### config.mk
export PLATFORM = sky130hd
export DESIGN_NAME = per_client_fixed_window_policer
export DESIGN_NICKNAME = d
export VERILOG_FILES = /design/src/pcfwp_pkg.sv /design/src/pcfwp_ram.sv /design/src/pcfwp_update.sv /design/src/per_client_fixed_window_policer.sv
export VERILOG_INCLUDE_DIRS = /design/src /design/src/src
export SDC_FILE = /design/constraint.sdc
export NUM_CORES = 2
export LEC_CHECK = 0
export BUFFER_PORTS_ARGS = -buffer_cell sky130_fd_sc_hd__clkbuf_2
export CORE_MARGIN = 10
export CORE_UTILIZATION = 35
export DETAILED_ROUTE_END_ITERATION = 16
export HOLD_SLACK_MARGIN = 0.15
export SETUP_SLACK_MARGIN = 0.5
export SLEW_MARGIN = 10
export SYNTH_ARGS = -nofsm -noshare
export SYNTH_HDL_FRONTEND = slang
export SYNTH_HIERARCHICAL = 1
export SYNTH_MEMORY_MAX_BITS = 65536
export SYNTH_SLANG_ARGS = --single-unit
### constraint.sdc
create_clock -name clk -period 37.8 [get_ports clk]
set_input_delay 5.67 -clock clk [delete_from_list [all_inputs] [get_ports clk]]
set_output_delay 5.67 -clock clk [all_outputs]
set_load 0.1 [all_outputs]
### src/per_client_fixed_window_policer_defines.svh
//------------------------------------------------------------------------------
// Per-client fixed window policer: assertion macros
// Shared concurrent assertion forms used by the policer RTL.
//------------------------------------------------------------------------------
`ifndef PER_CLIENT_FIXED_WINDOW_POLICER_DEFINES_SVH
`define PER_CLIENT_FIXED_WINDOW_POLICER_DEFINES_SVH

// Same-cycle implication, checked outside reset.
`define PCFWP_ASSERT_SAME(label, clk, rst, ante, cons) \
  label: assert property (@(posedge clk) disable iff (rst) (ante) |-> (cons)) \
    else $error("policer assertion failed");

// Next-cycle implication, checked outside reset.
`define PCFWP_ASSERT_NEXT(label, clk, rst, ante, cons) \
  label: assert property (@(posedge clk) disable iff (rst) (ante) |=> (cons)) \
    else $error("policer assertion failed");

`endif

### src/pcfwp_pkg.sv
//------------------------------------------------------------------------------
// pcfwp_pkg
// Types and constants shared by the per-client fixed window policer.
//------------------------------------------------------------------------------
package pcfwp_pkg;

  localparam int SLOT_W  = 7;
  localparam int ID_W    = 16;
  localparam int TIME_W  = 32;
  localparam int COUNT_W = 16;
  localparam int LIMIT_W = 15;
  localparam int CFG_INDEX_W = 1;

  localparam logic [LIMIT_W-1:0] LIMIT_MIN   = 15'd64;
  localparam logic [LIMIT_W-1:0] LIMIT_RESET = 15'd128;
  localparam logic [COUNT_W-1:0] COUNT_MAX   = 16'hFFFF;
  localparam logic [ID_W-1:0]    NO_OWNER    = 16'hFFFF;

  typedef enum logic [CFG_INDEX_W-1:0] {
    REG_MAX_PER_WINDOW = 1'b0,
    REG_KICK_ENABLE    = 1'b1
  } reg_index_t;

  typedef enum logic [1:0] {
    REASON_NONE      = 2'd0,
    REASON_MALFORMED = 2'd1,
    REASON_RATE      = 2'd2
  } reason_t;

  // One slot's record as it sits in the state memory.
  typedef struct packed {
    logic [ID_W-1:0]    owner;
    logic [TIME_W-1:0]  start;
    logic [COUNT_W-1:0] count;
    logic               caught;
  } entry_t;

  localparam entry_t ENTRY_RESET = '{
    owner:  NO_OWNER,
    start:  '0,
    count:  '0,
    caught: 1'b0
  };

  typedef struct packed {
    logic              pass;
    reason_t           reason;
    logic              newly_caught;
    logic              kick_request;
    logic [SLOT_W-1:0] kick_slot;
    logic [ID_W-1:0]   kick_client_id;
  } result_t;

endpackage

### src/pcfwp_ram.sv
//------------------------------------------------------------------------------
// pcfwp_ram
// Generic single-write, single-read synchronous RAM with registered read data.
//------------------------------------------------------------------------------
module pcfwp_ram #(
  parameter int WIDTH = 8,
  parameter int DEPTH = 16,
  parameter int AW    = (DEPTH > 1) ? $clog2(DEPTH) : 1
) (
  input  logic             clk,
  input  logic             we,
  input  logic [AW-1:0]    waddr,
  input  logic [WIDTH-1:0] wdata,
  input  logic             re,
  input  logic [AW-1:0]    raddr,
  output logic [WIDTH-1:0] rdata
);

  logic [WIDTH-1:0] mem [DEPTH];

  always_ff @(posedge clk) begin
    if (we) begin
      mem[waddr] <= wdata;
    end
    if (re) begin
      rdata <= mem[raddr];
    end
  end

endmodule

### src/pcfwp_update.sv
//------------------------------------------------------------------------------
// pcfwp_update
// Read-modify-write logic: takes one slot record and a request, returns the
// record to write back and the result of the request.
//------------------------------------------------------------------------------
module pcfwp_update
  import pcfwp_pkg::*;
#(
  parameter int WINDOW_MS = 1000
) (
  input  entry_t              entry_in,
  input  logic                in_range,
  input  logic [SLOT_W-1:0]   slot,
  input  logic [ID_W-1:0]     client_id,
  input  logic [TIME_W-1:0]   now_ms,
  input  logic                malformed,
  input  logic [LIMIT_W-1:0]  max_per_window,
  input  logic                kick_enable,
  output entry_t              entry_out,
  output result_t             result
);

  localparam logic [TIME_W-1:0] WINDOW = TIME_W'(WINDOW_MS);

  entry_t             owned;
  logic [TIME_W-1:0]  elapsed;
  logic [COUNT_W-1:0] base_count;
  logic [COUNT_W-1:0] count_next;
  reason_t            reason;
  logic               newly;
  logic               kick;

  always_comb begin
    // A different client on the slot starts from a clean record.
    owned = entry_in;
    if (entry_in.owner != client_id) begin
      owned       = ENTRY_RESET;
      owned.owner = client_id;
    end

    elapsed    = now_ms - owned.start;
    entry_out  = owned;
    base_count = owned.count;
    count_next = owned.count;
    reason     = REASON_NONE;

    if (malformed) begin
      reason = REASON_MALFORMED;
    end else begin
      if (elapsed >= WINDOW) begin
        entry_out.start = now_ms;
        base_count      = '0;
      end
      count_next = (base_count != COUNT_MAX) ? base_count + 1'b1 : base_count;
      entry_out.count = count_next;
      if (count_next > {1'b0, max_per_window}) begin
        reason = REASON_RATE;
      end
    end

    newly = (reason != REASON_NONE) && !owned.caught;
    kick  = newly && kick_enable;
    if (newly) begin
      entry_out.caught = 1'b1;
    end

    result.pass           = (reason == REASON_NONE) && !owned.caught;
    result.reason         = reason;
    result.newly_caught   = newly;
    result.kick_request   = kick;
    result.kick_slot      = kick ? slot : '0;
    result.kick_client_id = kick ? client_id : '0;

    // Slots beyond the table pass untouched.
    if (!in_range) begin
      result        = '0;
      result.pass   = 1'b1;
      result.reason = REASON_NONE;
    end
  end

endmodule

### src/per_client_fixed_window_policer.sv
//------------------------------------------------------------------------------
// Per-client fixed window policer
// Polices voice messages per client slot over a fixed one-second window.
//------------------------------------------------------------------------------
// Usage:
//   Requests enter on in_valid/in_ready with slot, client_id, now_ms and
//   malformed. Each request yields exactly one result on out_valid/out_ready:
//   pass, reason, newly_caught, kick_request, kick_slot and kick_client_id.
//   The accept edge reads the slot's record from the state memory; in S_CALC,
//   once the output register is free, the updated record is written back and
//   the result register loaded, which raises out_valid. One request is in
//   flight at a time, so the block takes no new request until the current one
//   has written its record back.
//   A waiting result does not block the next accept; a further result waits
//   in the update stage until the output register is free, which stalls
//   in_ready while the receiver holds out_ready low.
//   Reset clears the per-slot valid bits, so every slot reads as having no
//   owner, no window and no catch, sets max_per_window to 128 and
//   kick_enable to 1. There is no clearing pass; requests are taken at once.
//   The user makes configuration writes through cfg_we/cfg_index/cfg_data while idle; the block does not enforce it.
//------------------------------------------------------------------------------
`include "per_client_fixed_window_policer_defines.svh"

module per_client_fixed_window_policer
  import pcfwp_pkg::*;
#(
  parameter int SLOT_COUNT = 64,
  parameter int WINDOW_MS  = 1000
) (
  input  logic                   clk,
  input  logic                   rst,
  input  logic                   cfg_we,
  input  logic [CFG_INDEX_W-1:0] cfg_index,
  input  logic [LIMIT_W-1:0]     cfg_data,
  input  logic                   in_valid,
  output logic                   in_ready,
  input  logic [SLOT_W-1:0]      slot,
  input  logic [ID_W-1:0]        client_id,
  input  logic [TIME_W-1:0]      now_ms,
  input  logic                   malformed,
  output logic                   out_valid,
  input  logic                   out_ready,
  output logic                   pass,
  output logic [1:0]             reason,
  output logic                   newly_caught,
  output logic                   kick_request,
  output logic [SLOT_W-1:0]      kick_slot,
  output logic [ID_W-1:0]        kick_client_id
);

  localparam int AW = (SLOT_COUNT > 1) ? $clog2(SLOT_COUNT) : 1;
  localparam int EW = $bits(entry_t);
  localparam logic [SLOT_W:0] SLOT_LIMIT = (SLOT_W + 1)'(SLOT_COUNT);

  typedef enum logic {
    S_IDLE,
    S_CALC
  } state_t;

  state_t             state;
  logic [LIMIT_W-1:0] max_per_window;
  logic               kick_enable;
  logic [SLOT_COUNT-1:0] valid_bits;

  logic [SLOT_W-1:0]  req_slot;
  logic [ID_W-1:0]    req_id;
  logic [TIME_W-1:0]  req_now;
  logic               req_bad;
  logic               req_in_range;
  logic               req_hit;

  logic               accept;
  logic               in_range;
  logic [AW-1:0]      in_addr;
  logic [AW-1:0]      req_addr;
  logic               out_free;
  logic               finish;
  logic               ram_we;
  logic [EW-1:0]      ram_rdata;
  entry_t             entry_cur;
  entry_t             entry_new;
  result_t            result;

  assign in_ready = (state == S_IDLE);
  assign accept   = in_valid && in_ready;
  assign in_range = ({1'b0, slot} < SLOT_LIMIT);
  assign in_addr  = slot[AW-1:0];
  assign req_addr = req_slot[AW-1:0];
  assign out_free = !out_valid || out_ready;
  assign finish   = (state == S_CALC) && out_free;
  assign ram_we   = finish && req_in_range;

  // A slot never written since reset reads as its reset record.
  assign entry_cur = req_hit ? entry_t'(ram_rdata) : ENTRY_RESET;

  pcfwp_ram #(
    .WIDTH (EW),
    .DEPTH (SLOT_COUNT),
    .AW    (AW)
  ) u_state_ram (
    .clk   (clk),
    .we    (ram_we),
    .waddr (req_addr),
    .wdata (EW'(entry_new)),
    .re    (accept && in_range),
    .raddr (in_addr),
    .rdata (ram_rdata)
  );

  pcfwp_update #(
    .WINDOW_MS (WINDOW_MS)
  ) u_update (
    .entry_in       (entry_cur),
    .in_range       (req_in_range),
    .slot           (req_slot),
    .client_id      (req_id),
    .now_ms         (req_now),
    .malformed      (req_bad),
    .max_per_window (max_per_window),
    .kick_enable    (kick_enable),
    .entry_out      (entry_new),
    .result         (result)
  );

  always_ff @(posedge clk) begin
    if (rst) begin
      state          <= S_IDLE;
      max_per_window <= LIMIT_RESET;
      kick_enable    <= 1'b1;
      valid_bits     <= '0;
      out_valid      <= 1'b0;
      req_in_range   <= 1'b0;
      req_hit        <= 1'b0;
    end else begin
      if (cfg_we) begin
        unique case (cfg_index)
          REG_MAX_PER_WINDOW: begin
            max_per_window <= (cfg_data < LIMIT_MIN) ? LIMIT_MIN : cfg_data;
          end
          REG_KICK_ENABLE: begin
            kick_enable <= cfg_data[0];
          end
          default: begin
          end
        endcase
      end

      // A new result may replace the one taken at this same edge.
      if (finish) begin
        out_valid <= 1'b1;
      end else if (out_valid && out_ready) begin
        out_valid <= 1'b0;
      end

      unique case (state)
        S_IDLE: begin
          if (accept) begin
            req_in_range <= in_range;
            req_hit      <= in_range && valid_bits[in_addr];
            state        <= S_CALC;
          end
        end
        S_CALC: begin
          if (out_free) begin
            if (req_in_range) begin
              valid_bits[req_addr] <= 1'b1;
            end
            state <= S_IDLE;
          end
        end
        default: begin
          state <= S_IDLE;
        end
      endcase
    end
  end

  // Request and result payload registers.
  always_ff @(posedge clk) begin
    if (accept) begin
      req_slot <= slot;
      req_id   <= client_id;
      req_now  <= now_ms;
      req_bad  <= malformed;
    end
    if (finish) begin
      pass           <= result.pass;
      reason         <= result.reason;
      newly_caught   <= result.newly_caught;
      kick_request   <= result.kick_request;
      kick_slot      <= result.kick_slot;
      kick_client_id <= result.kick_client_id;
    end
  end

  `PCFWP_ASSERT_NEXT(a_accept_to_calc, clk, rst, accept, state == S_CALC)
  `PCFWP_ASSERT_SAME(a_write_needs_room, clk, rst, ram_we, out_free && state == S_CALC)
  `PCFWP_ASSERT_SAME(a_kick_is_new, clk, rst, out_valid && kick_request, newly_caught && !pass)
  `PCFWP_ASSERT_SAME(a_limit_floor, clk, rst, 1'b1, max_per_window >= LIMIT_MIN)
  `PCFWP_ASSERT_NEXT(a_finish_gives_result, clk, rst, finish, out_valid)

endmodule
# Word level (Yosys, flattened, before mapping)
# Memories as Yosys holds them, arrays and structs flattened. A register that Yosys moved wholly into a read port is not among the register bits.
# Cells that the tools add are included.
# op_classes
n_addsub	2
order_cmp	7
eq_ne	2
mux	22
bitwise_logic	3
reduce_logical	21
# ops
cell	n
$mux W65	2
$or A64 B64 Y64	1
$mux W16	3
$mux W48	1
$ge A32 B10 Y1 const B	1
$mux W32	1
$sub A32 B32 Y32	1
$add A16 B1 Y16 const B	1
$gt A16 B15 Y1	1
$ne A16 B16 Y1	1
$ne A16 B16 Y1 const B	1
$lt A15 B7 Y1 const B	1
$mux W15	1
$lt A6 B7 Y1 const B	2
$logic_and A1 B1 Y1	10
$mux W1	9
$reduce_and A2 Y1	4
$lt A7 B7 Y1 const B	1
$bmux W1 S6	1
$demux W1 S6	1
$ge A6 B1 Y1 const B	1
$mux W2	2
$reduce_bool A2 Y1	2
$reduce_and A3 Y1	1
5 further kinds	7
# word_totals
reg_bits	168
ram_bits	4160
input_bits	77
output_inout_bits	30
elab_cells	75
n_memories	1
# memory_table
memory	depth	word_bits	rd	rd_clocked_by_memory_dff	write_ports	line	rtl
u_state_ram.mem	64	65	1	1	1	pcfwp_ram.sv:19	logic [WIDTH-1:0] mem [DEPTH];

# Logic depth before layout (Yosys ltp)
# depth
word_depth	16
depth_mapped	43
ltp_nobuf	34

# Hierarchy
# Netlist, hierarchy kept.
# by_module_without_submodules
mod	instances	cells_each	area_each_um2	seq_area_each_um2
pcfwp_ram	1	6606	158981.2	126871.7
per_client_fixed_window_policer	1	518	6304.8	4204.0
pcfwp_update	1	660	4336.7	0.0

# Worst setup path before layout
# No wires, ideal clock.
# synth_path
path_kind	flip-flop to flip-flop
startpoint	register req_hit
endpoint	memory u_state_ram/mem[0][4] (netlist bit), data pin
setup_time_ns	1.008
arrival_time_ns	10.796
t_required_ns	36.792
path_slack_ns	25.996
stages_incl_launch_ff	32
path_buffers	9
period_less_slack_ns	11.804
cell_sequence	dfxtp_1 -> clkbuf_1 -> clkbuf_1 -> nand2b_1 -> xnor2_1 -> nand4_1 -> nor4_4 -> clkbuf_1 -> buf_1 -> nand2_1 -> ha_1 -> a21o_1 -> a221o_1 -> a41o_1 -> nor2_1 -> xnor2_1 -> or4_1 -> nor4_1 -> and4b_1 -> buf_4 -> buf_6 -> buf_4 -> and3_1 -> ha_1 -> clkbuf_1 -> nand3_1 -> nor2_1 -> and3_1 -> clkbuf_1 -> nor2_1 -> and4_1 -> o311ai_0
# synth_rtl
element	line	rtl
from (decl)	per_client_fixed_window_policer.sv:70	logic req_hit;
from (signal assigned)	per_client_fixed_window_policer.sv:159	req_hit <= in_range && valid_bits[in_addr];
to (decl)	pcfwp_ram.sv:19	

==> reports/summary.json <==
{
  "track_usage": {"value": 0.203},
  "cts.reportedPaths.clkPinSlew": {"value": 0.06, "unit": "ns"},
  "holdBufCountCts": {"value": 0},
  "final_min_period_over_clock_period": {"value": 0.307},
  "root_buffer": {"value": "clkbuf_16"},
  "critPathMaxStageDelay": {"value": 0.68, "unit": "ns"},
  "postSynthAreaPerCell": {"value": 21.8, "unit": "um^2"},
  "dp_hpwl": {"value": 287, "unit": "mm"},
  "antenna_found_initial": {"value": 27},
  "synth_async_sr_flop_share": {"value": 0},
  "final_max_slew_viol_count": {"value": 0},
  "synth-seq-cells": {"value": 4393},
  "final_hold_viol_count": {"value": 0},
  "required": {"value": 38.47, "unit": "ns"},
  "synth-edff-count": {"value": 4309},
  "std_cell_rows": {"value": 255},
  "detailedRoute.firstIterationViolations": {"value": 12900},
  "rel_slew_slack": {"value": 0.0836},
  "setup_repair_after_global_routing_missed_its_margin": {"value": "no"},
  "postRouteWirelength": {"value": 534, "unit": "mm"},
  "detail_route.drc_violations": {"value": 0},
  "die-area": {"value": 513000, "unit": "um^2"},
  "initial_utilization": {"value": 0.351},
  "synthDistinctLibCells": {"value": 73},
  "detailed_place.area": {"value": 179000, "unit": "um^2"},
  "grt-ovfl-total": {"value": 0},
  "finalNonFillerCells": {"value": 15000},
  "worstSetupPathType": {"value": "flip-flop to flip-flop"},
  "outcome": {"value": "completed"},
  "clock_tree.buffer_depth": {"value": 4},
  "insertion_delay": {"value": 1.04, "unit": "ns"},
  "vdd_drop_max": {"value": 0.0000438, "unit": "V"},
  "portBuffers": {"value": 106},
  "post_cts.resized_instances": {"value": 0},
  "cts_num_sinks": {"value": 4393},
  "viasPerCell": {"value": 5.93},
  "yosys_most_used_dff": {"value": "edfxtp_1"},
  "final_area": {"value": 194000, "unit": "um^2"},
  "crit_path_max_fanout": {"value": 64},
  "clock_tree.htree_level_count": {"value": 5},
  "nNetsFinal": {"value": 8312},
  "cts_tree": {"value": "yes"},
  "maxCapViolations": {"value": 0},
  "total_leakage_power": {"value": 62.7, "unit": "nW"},
  "die_y": {"value": 716, "unit": "um"},
  "ios": {"value": 107},
  "synth.net_count": {"value": 7909},
  "multi_input_area": {"value": 37100, "unit": "um^2"},
  "core_box_area": {"value": 483000, "unit": "um^2"},
  "worst_pin_slew": {"value": 1.37, "unit": "ns"},
  "cts_made_buffers": {"value": 437},
  "grt_pass1_wl": {"value": 732, "unit": "mm"},
  "syn2layout_area_growth": {"value": 14.2, "unit": "%"},
  "postCtsSetupRepairBufs": {"value": 0},
  "crit_slowest_cell": {"value": "dfxtp_4"},
  "min_path_type": {"value": "flip-flop to flip-flop"},
  "layout.filler_cells": {"value": 42000},
  "report.final.setup_viol": {"value": 0},
  "first_global_vias": {"value": 87500},
  "die_w": {"value": 716, "unit": "um"},
  "place.detailed.instances": {"value": 14200},
  "synth_area": {"value": 170000, "unit": "um^2"},
  "syn-instance-count": {"value": 7784},
  "number_of_nets_with_antenna_violations_after_routing": {"value": 0},
  "most_common_library_cell_in_the_layout_ignoring_fill_and_taps": {"value": "edfxtp_1"},
  "clock_skew": {"value": 0.119, "unit": "ns"},
  "setup_total_negative_slack": {"value": 0, "unit": "ns"},
  "routed_wire_length_per_instance": {"value": 35.6, "unit": "um"},
  "grt_max_degree": {"value": 100},
  "drt-pass1-iter-count": {"value": 6},
  "finalWeightedCongestion": {"value": 0.787},
  "power-per-cell-area": {"value": 52.4, "unit": "nW/um^2"},
  "critical_path.most_common_cell": {"value": "buf_4"},
  "ff_latch_area": {"value": 131000, "unit": "um^2"},
  "synth-warning-count": {"value": 6},
  "worst_setup_path_start_kind": {"value": "flip-flop"},
  "f_max": {"value": 86.3, "unit": "MHz"},
  "fin_crit": {"value": 11.59, "unit": "ns"},
  "power.total": {"value": 10.1, "unit": "mW"},
  "final_layout_size_suffix_gt1_frac": {"value": 0.262},
  "route.vias.total": {"value": 88900},
  "critical_path.endpoint_type": {"value": "flip-flop"},
  "final_cell_mix": {"value": "edfxtp_1, mux4_2, clkbuf_16"},
  "critical_path_arrival": {"value": 12.27, "unit": "ns"},
  "seq_area_frac_synth": {"value": 0.773}
}
==> critical path, delay by kind of cell (launching register included) <==
| kind | cells | cell delay, ns |
|---|---|---|
| compound gates | 9 | 2.47 |
| xor+xnor | 2 | 0.75 |
| fa+ha+maj | 4 | 1.20 |
| buf+inv | 5 | 1.90 |
| flops | 1 | 0.68 |
| simple gates | 15 | 3.93 |
==> synth_stat cells (all sizes together) (4+ instances only) <==
cell       n  area (um^2)
nor4       8         65.1
a31oi     10         62.6
o211ai    10         75.1
mux4    1056        23800
and2      66          413
mux2i    142         1420
buf      273         1560
edfxtp  4309       129000
nor3      18         90.1
a21o      13         97.6
dfxtp     84         1680
nand3b    32          240
a211oi    74          561
nor3b     29          303
o221ai    47          412
nor2b     16          100
or3b       4         35.0
o21ai     29          145
nand3    138          691
clkbuf   184          691
and4       4         35.0
o22ai    132          826
mux2       8         90.1
o41ai      4         35.0
and3      11         68.8
a21oi    127          636
inv       58          218
o211a     66          661
a22oi    272         2040
nand4b     4         35.0
xor2      10         87.6
nand4     27          169
ha        47          588
nand2    111          419
nand2b    36          225
o21a       7         52.6
or3        9         56.3
xnor2     32          280
nor2     240          901
==> per-layer routing <==
layer | wire length [um] | vias to the layer above | track usage | share of wire
li1 | - | 33900 | - | -
met1 | 203000 | 48500 | 0.276 | 0.38
met2 | 250000 | 5531 | 0.321 | 0.47
met3 | 57700 | 1044 | 0.0428 | 0.11
met4 | 23400 | 14 | 0.0777 | 0.044
met5 | 96 | - | 0 | 0.00018
==> cell families (layout without fill, tap and decap cells) <==
family,Yosys count,in the layout,synth area share
fa+ha+maj,48,48,0.00358
flops,4393,4393,0.773
simple gates,759,759,0.0230
buf+inv,517,1297,0.0146
mux,1206,1206,0.149
other cells,0,7,0
compound gates,819,819,0.0346
xor+xnor,42,42,0.00217
==> stage by stage <==
stage | util | setup WS (ns) | hold slack, ns
floorplan | - | 26.00 | 0.428
global placement | 0.372 | 26.17 | 0.439
detailed placement | 0.372 | 26.43 | 0.449
CTS | 0.401 | 26.37 | 0.467
global route | 0.401 | 25.75 | 0.483
finish | 0.401 | 26.21 | 0.465
==> worst paths after layout <==
kind,from,depth (start not counted),to,slack [ns]
setup reg to reg,req_hit,35,u_state_ram/mem[1][0],26.21
hold reg to reg,max_per_window[14],2,max_per_window[14],0.46
setup / recovery,req_hit,35,u_state_ram/mem[1][0],26.21
hold / removal,max_per_window[14],2,max_per_window[14],0.46
==> state kept, by name (all words and copies together) (netlist names) <==
| register | flops |
|---|---|
| u_state_ram/mem | 4160 |
| kick_request | 1 |
| out_valid | 1 |
| pass | 1 |
| req_id | 16 |
| u_state_ram/rdata | 65 |
| kick_slot | 7 |
| valid_bits | 64 |
| req_slot | 7 |
| state | 1 |
| req_in_range | 1 |
| req_now | 32 |
| newly_caught | 1 |
| kick_enable | 1 |
| req_hit | 1 |
| reason | 2 |
| req_bad | 1 |
| max_per_window | 15 |
| kick_client_id | 16 |
==> where the power goes <==
group	total [mW]	switching, mW	internal (mW)
Sequential	5.36	0.00948	5.35
Combinational	0.461	0.312	0.149
Clock	4.32	1.88	2.44
Total	10.1	2.20	7.94
==> final cells by class <==
type | instances | share of cell area
flip-flops and latches | 4393 | 0.677
multi-input cells | 2874 | 0.192
clock buffers | 539 | 0.0590
well taps | 6425 | 0.0415
repair buffers | 421 | 0.0156
clock inverters | 277 | 0.0144
inverters | 60 | 0.00118
diodes | 7 | 0.0000904
Note: power is estimated with default switching activity, not from simulation.
